<file path="src/rtl/core/hieq_pkg.sv">
// Package for the 8-bit histogram equalization unit.
// Holds widths, limits and the divider request/response structs.
// No dependencies.
`timescale 1ns / 1ps

package hieq_pkg;

  localparam int unsigned COUNT_BITS = 25;
  localparam int unsigned PIX_W      = 8;
  localparam int unsigned NUM_BINS   = 256;
  localparam int unsigned NUM_W      = COUNT_BITS + PIX_W;
  localparam int unsigned DIV_STEPS  = PIX_W + 1;
  localparam int unsigned STEP_W     = $clog2(DIV_STEPS);

  localparam logic [COUNT_BITS-1:0] COUNT_LIMIT = {COUNT_BITS{1'b1}};
  localparam logic [PIX_W-1:0]      MAX_LEVEL   = {PIX_W{1'b1}};
  localparam logic [PIX_W-1:0]      LAST_BIN    = PIX_W'(NUM_BINS - 1);

  localparam logic REQ_COUNT = 1'b0;
  localparam logic REQ_MAP   = 1'b1;

  typedef struct packed {
    logic                  start;
    logic [NUM_W-1:0]      numer;
    logic [COUNT_BITS-1:0] denom;
  } div_req_t;

  typedef struct packed {
    logic             done;
    logic [PIX_W-1:0] quot;
  } div_rsp_t;

endpackage

</file>
<file path="src/rtl/core/hieq_div.sv">
// Iterative restoring divider, one quotient bit per cycle, saturating at 255.
// Depends on hieq_pkg.
`timescale 1ns / 1ps

module hieq_div (
  input  logic               clk_i,
  input  logic               rst_ni,
  input  hieq_pkg::div_req_t req_i,
  output hieq_pkg::div_rsp_t rsp_o
);

  logic [hieq_pkg::NUM_W-1:0]  rem_q, rem_d;
  logic [hieq_pkg::NUM_W-1:0]  den_q, den_d;
  logic [hieq_pkg::PIX_W:0]    quot_q, quot_d;
  logic [hieq_pkg::STEP_W-1:0] cnt_q, cnt_d;
  logic                        busy_q, busy_d;
  logic                        done_q, done_d;
  logic                        ge;

  assign ge = (rem_q >= den_q);

  always_comb begin
    rem_d  = rem_q;
    den_d  = den_q;
    quot_d = quot_q;
    cnt_d  = cnt_q;
    busy_d = busy_q;
    done_d = 1'b0;
    if (req_i.start) begin
      rem_d  = req_i.numer;
      den_d  = {req_i.denom, hieq_pkg::PIX_W'(0)};
      cnt_d  = hieq_pkg::STEP_W'(hieq_pkg::DIV_STEPS - 1);
      busy_d = 1'b1;
    end else if (busy_q) begin
      if (ge) begin
        rem_d = rem_q - den_q;
      end
      den_d  = den_q >> 1;
      quot_d = {quot_q[hieq_pkg::PIX_W-1:0], ge};
      if (cnt_q == '0) begin
        busy_d = 1'b0;
        done_d = 1'b1;
      end else begin
        cnt_d = cnt_q - 1'b1;
      end
    end
  end

  always_ff @(posedge clk_i or negedge rst_ni) begin
    if (!rst_ni) begin
      busy_q <= 1'b0;
      done_q <= 1'b0;
      cnt_q  <= '0;
    end else begin
      busy_q <= busy_d;
      done_q <= done_d;
      cnt_q  <= cnt_d;
    end
  end

  always_ff @(posedge clk_i) begin
    rem_q  <= rem_d;
    den_q  <= den_d;
    quot_q <= quot_d;
  end

  // top quotient bit set means the result is 256 or more
  assign rsp_o.done = done_q;
  assign rsp_o.quot = quot_q[hieq_pkg::PIX_W] ? hieq_pkg::MAX_LEVEL
                                              : quot_q[hieq_pkg::PIX_W-1:0];

endmodule

</file>
<file path="config.mk">
export PLATFORM = sky130hd
export DESIGN_NAME = hieq_div
export DESIGN_NICKNAME = d
export VERILOG_FILES = /design/src/rtl/core/hieq_pkg.sv /design/src/rtl/core/hieq_div.sv
export SDC_FILE = /design/constraint.sdc
export NUM_CORES = 1
export LEC_CHECK = 0
export BUFFER_PORTS_ARGS = -buffer_cell sky130_fd_sc_hd__buf_4
export CORE_MARGIN = 5
export CORE_UTILIZATION = 40
export DETAILED_ROUTE_END_ITERATION = 8
export PLACE_DENSITY = 0.58
export SLEW_MARGIN = 20
export SYNTH_ARGS = -nofsm -noshare
export SYNTH_HDL_FRONTEND = slang
export SYNTH_SLANG_ARGS = --single-unit
</file>
<file path="constraint.sdc">
create_clock -name clk_i -period 9 [get_ports clk_i]
set_clock_uncertainty 0.15 [all_clocks]
set_input_delay 1.35 -clock clk_i [delete_from_list [all_inputs] [get_ports clk_i]]
set_output_delay 1.35 -clock clk_i [all_outputs]
set_load 0.02 [all_outputs]
</file>
* Yosys cells after proc, flatten, opt, wreduce, memory -nomap -nowiden
Cells that the tools add are included.
** Storage, ports and cells
- Logic and storage cells :: 33
- Register bits after elaboration :: 81
- Input bits :: 61
- Output and inout bits :: 9
** Cells by class
- Bitwise logic cells :: 1
- Reduce and logical (&&, ||, !) cells :: 6
- $lt $le $gt $ge :: 1
- Add/sub/neg operators :: 2
- Multiplexer cells :: 15
- Equality and inequality tests :: 1
** Operator list (number)
- $mux W33 :: 5
- $ge A33 B33 Y1 :: 1
- $sub A33 B33 Y33 :: 1
- $mux W4 :: 3
- $mux W8 :: 1
- $mux W1 :: 6
- $reduce_and A2 Y1 :: 3
- $logic_not A4 Y1 :: 1
- $reduce_bool A2 Y1 :: 2
- $sub A4 B1 Y4 const B :: 1
- $ne A2 B2 Y1 const B :: 1
- $not A1 Y1 :: 1

* Longest topological paths before layout
- Depth after elaboration :: 4
- Gate-level depth with buffers :: 10

* Least setup slack after synthesis
No wires, ideal clock.
- Path kind :: input to register
- Start :: input req_i[58] (netlist name)
- End :: register rem_q[0] (netlist name), enable pin
- Arrival :: 3.937 ns
- Setup slack :: 4.470 ns
- Cell stages on the path :: 4
- Setup time :: 0.443 ns
- Path buffers :: 1
- Cells stage by stage :: clkbuf_1 > or2_2 > o21ai_0 > a31oi_1
** On the way
- Cells in the longest elaborated chain, start to end :: 2
** Ends and longest elaborated chain
- start: declaration :: RTL line hieq_div.sv:8 : input hieq_pkg::div_req_t req_i,
- $reduce_bool A2 Y1 (no source line)
- $reduce_and A2 Y1 (no source line) *
- end signal: assignment :: RTL line hieq_div.sv:62 : rem_q <= rem_d;
- end: declaration :: RTL line hieq_div.sv:12 : logic [hieq_pkg::NUM_W-1:0] rem_q, rem_d;
Every way passes the cells marked *; elsewhere a longest branch is shown, timed or not.
A chain may end at the register's enable or synchronous reset.

* Worst setup path after layout
- Start :: input req_i[58] (netlist name)
- End :: register rem_q[2] (netlist name), enable pin
The elaborated chain is that of the path after synthesis.

==> results.toml <==
[status]
status = "finished, final reports clean"

[sta]
fin_crit_ns = 4.154
hold_viol = 0
finalCritPeriodShare_pct = 46.15
finalMaxSlewViolations = 0
fmax_ghz = 0.2407
tightest_slew_ns = 0.9811
rsz0062_at_grt = "false"
fin_tns_setup_ns = 0
setup_violations = 0
slew_headroom_pct = 34.30

[cells_and_area]
drive_above_1_share_pct = 15.98
diodes = 0
layout.cells.non_filler = 827
finalCoreUtilization_pct = 48.31
multiInputGateArea_sq_um = 2831
regArea_sq_um = 2322
fin_nets = 743
area_delta_synth_final_pct = 18.58
fill_cells = 1330

[routing]
drc = 0
drt-total-wl_um = 13480
wl_per_cell_um = 16.30
viasPerCell = 5.388
via_count = 4456
postRouteAntennaNets = 0
drtIter0Drc = 268
drt_first_pass_iters = 5

[critical_path]
crit_top_cell = "buf_4"
critical_path.max_stage_delay_ns = 0.61
crit_slowest_cell = "buf_4"
crit_arrival_ns = 4.01
path_cells = "buf_4 > buf_4 > inv_1 > nand2_1 > o21ai_0 > a31oi_4 > buf_4"
endpoint_kind = "register"
start_kind = "primary input"
cp.required_ns = 8.86
cp_top_family = "buffers and inverters"
r2r_slack_ns = 5.30
path_class = "in2reg"
critPathBufInv = 4
path_max_fanout = 68

[pwr]
leakage_nw = 2.744
p_per_area_nw_per_um2 = 378.5
peakVddDrop_mv = 0.1624

[worst_hold_path]
min_path_type = "reg2reg"

[floorplanning]
initial_core_util_pct = 40.74
die_area_sq_um = 15910
design.core.area_sq_um = 13240
die_x_um = 126.1
core.rowCount = 42
top_level_ports = 70
die_h_um = 126.1

[synthesis]
ys_ff_latch = 81
synth-compound-area-share_pct = 21.03
yosysSeqAreaShare_pct = 43.04
syn_avg_cell_area_sq_um = 9.223
synth_top_family_by_area = "compound AO/OA/AOI/OAI gates"
yosys_warnings = 0
yosysMostFrequentCell = "nand2_1"
synth_cell_types = 60
synth_simple_gate_area_share_pct = 16.63
yosys.area.top_type_share_pct = 37.29
synth.area.top_cells = "edfxtp_1 37%, ha_1 8.1%, nand2_1 5.9%"
synth-xor-area-share_pct = 3.571
synth_fa_ha_area_share_pct = 8.488
synth_edf_count = 67
synthArstFlopShare_pct = 7.407
synth_nets = 682
synth_area_leader_cell = "edfxtp_1"
synth_cells = 585
syn-cell-area_sq_um = 5395
muxShareOfSynthArea_pct = 2.435
synthTopCellsByCount = "85 x nand2_1, 67 x edfxtp_1, 52 x o21ai_0"
synth_ff_type = "edfxtp_1"

[clock_tree]
cts_root_buf = "clkbuf_16"
holdBufCountCts = 0
clk_pin_slew_ns = 0.06
cts_sinks = 81
cts_buffers = 9
htreeDepth = 3
clockBufferDepth = 2
clk_latency_ns = 0.35
cts.repair.resized = 0
postCtsSetupBuffers = 0
cts_tree = "done"

[grt]
grt_pass1_vias = 4538
track_usage_pct = 17.26
antenna_found_initial = 0
overflow = 0
grt_start_max_net_pins = 69
grt_pass1_wl_um = 22450

[placed_design]
hpwl_um = 9933
place_congestion = 0.8897
dp.cells = 811
port_buffers = 69

[flow_run]
maxCapViolCount = 0
cells by family after synthesis:
kind of cell,Yosys count
adder cells (fa/ha/maj),36
multiplexers,13
XOR/XNOR,22
AO/OA/AOI/OAI,169
flip-flops,81
buffers and inverters,68
AND/OR/NAND/NOR,196
registers in the layout (all words and copies together) (netlist names):
name and cells:
den_q 33, rem_q 33, quot_q 9, cnt_q 4
busy_q 1, done_q 1
final cells by class:
class	instances	area share, %
multi-input combinational	436	44.26
sequential	81	36.30
timing repair buffer	72	8.449
clock buffer	9	3.520
tap	176	3.442
inverter	46	2.699
clock inverter	7	1.330
placed cells by master (no fill, tap or decap), types with 7 or more instances in the layout:
cell type / count
a21o_1: 15
a21oi_1: 33
a22o_1: 11
buf_4: 72
clkbuf_16: 9
dfxtp_1: 8
edfxtp_1: 67
ha_1: 35
inv_1: 46
mux2i_1: 12
nand2_1: 85
nand3_1: 13
nor2_1: 39
nor3_1: 14
o21ai_0: 52
o21bai_1: 10
or2_2: 10
xnor2_1: 15
xor2_1: 7
metal layers:
metal	vias to the layer above	GRT usage [%]	share of wire [%]
met2	125	27.01	44
met3	24	4.361	5.0
met5	-	0	0
met4	0	5.868	2.1
li1	2251	-	-
met1	2056	23.37	49
worst paths after layout:
check	cells after the start	end	start
worst max-delay path	7	rem_q[2]$_DFFE_PP_	req_i[58]
worst min-delay path	0	quot_q[6]$_DFFE_PP_	quot_q[5]$_DFFE_PP_
worst max register to register	10	rem_q[2]$_DFFE_PP_	den_q[17]$_DFFE_PP_
worst min register to register	0	quot_q[6]$_DFFE_PP_	quot_q[5]$_DFFE_PP_
max in group asynchronous	1	cnt_q[3]$_DFFE_PN0P_	rst_ni
min in group asynchronous	1	done_q$_DFF_PN0_	rst_ni
stage by stage:
step / cell area (sq um) / hold slack [ns] / power (W) / setup slack (ns)
6_report: 6397 / 0.2885 / 0.002422 / 4.846
4_1_cts: 6397 / 0.2892 / 0.002429 / 4.780
2_1_floorplan: 5395 / 0.2674 / 0.001696 / 4.470
5_1_grt: 6397 / 0.3012 / 0.002624 / 4.565
3_3_place_gp: 6087 / 0.2779 / 0.002005 / 4.456
3_5_place_dp: 6087 / 0.2733 / 0.002022 / 4.413
report_power, final:
group	internal, W	switching (W)	total [W]	leakage (nW)
clock network	0.000240	0.000151	0.000391	0.152
registers	0.000605	0.0000574	0.000662	0.835
logic	0.000541	0.000828	0.00137	1.76
total	0.00139	0.00104	0.00242	2.74
No activity file was read; power rests on OpenSTA's default activity.
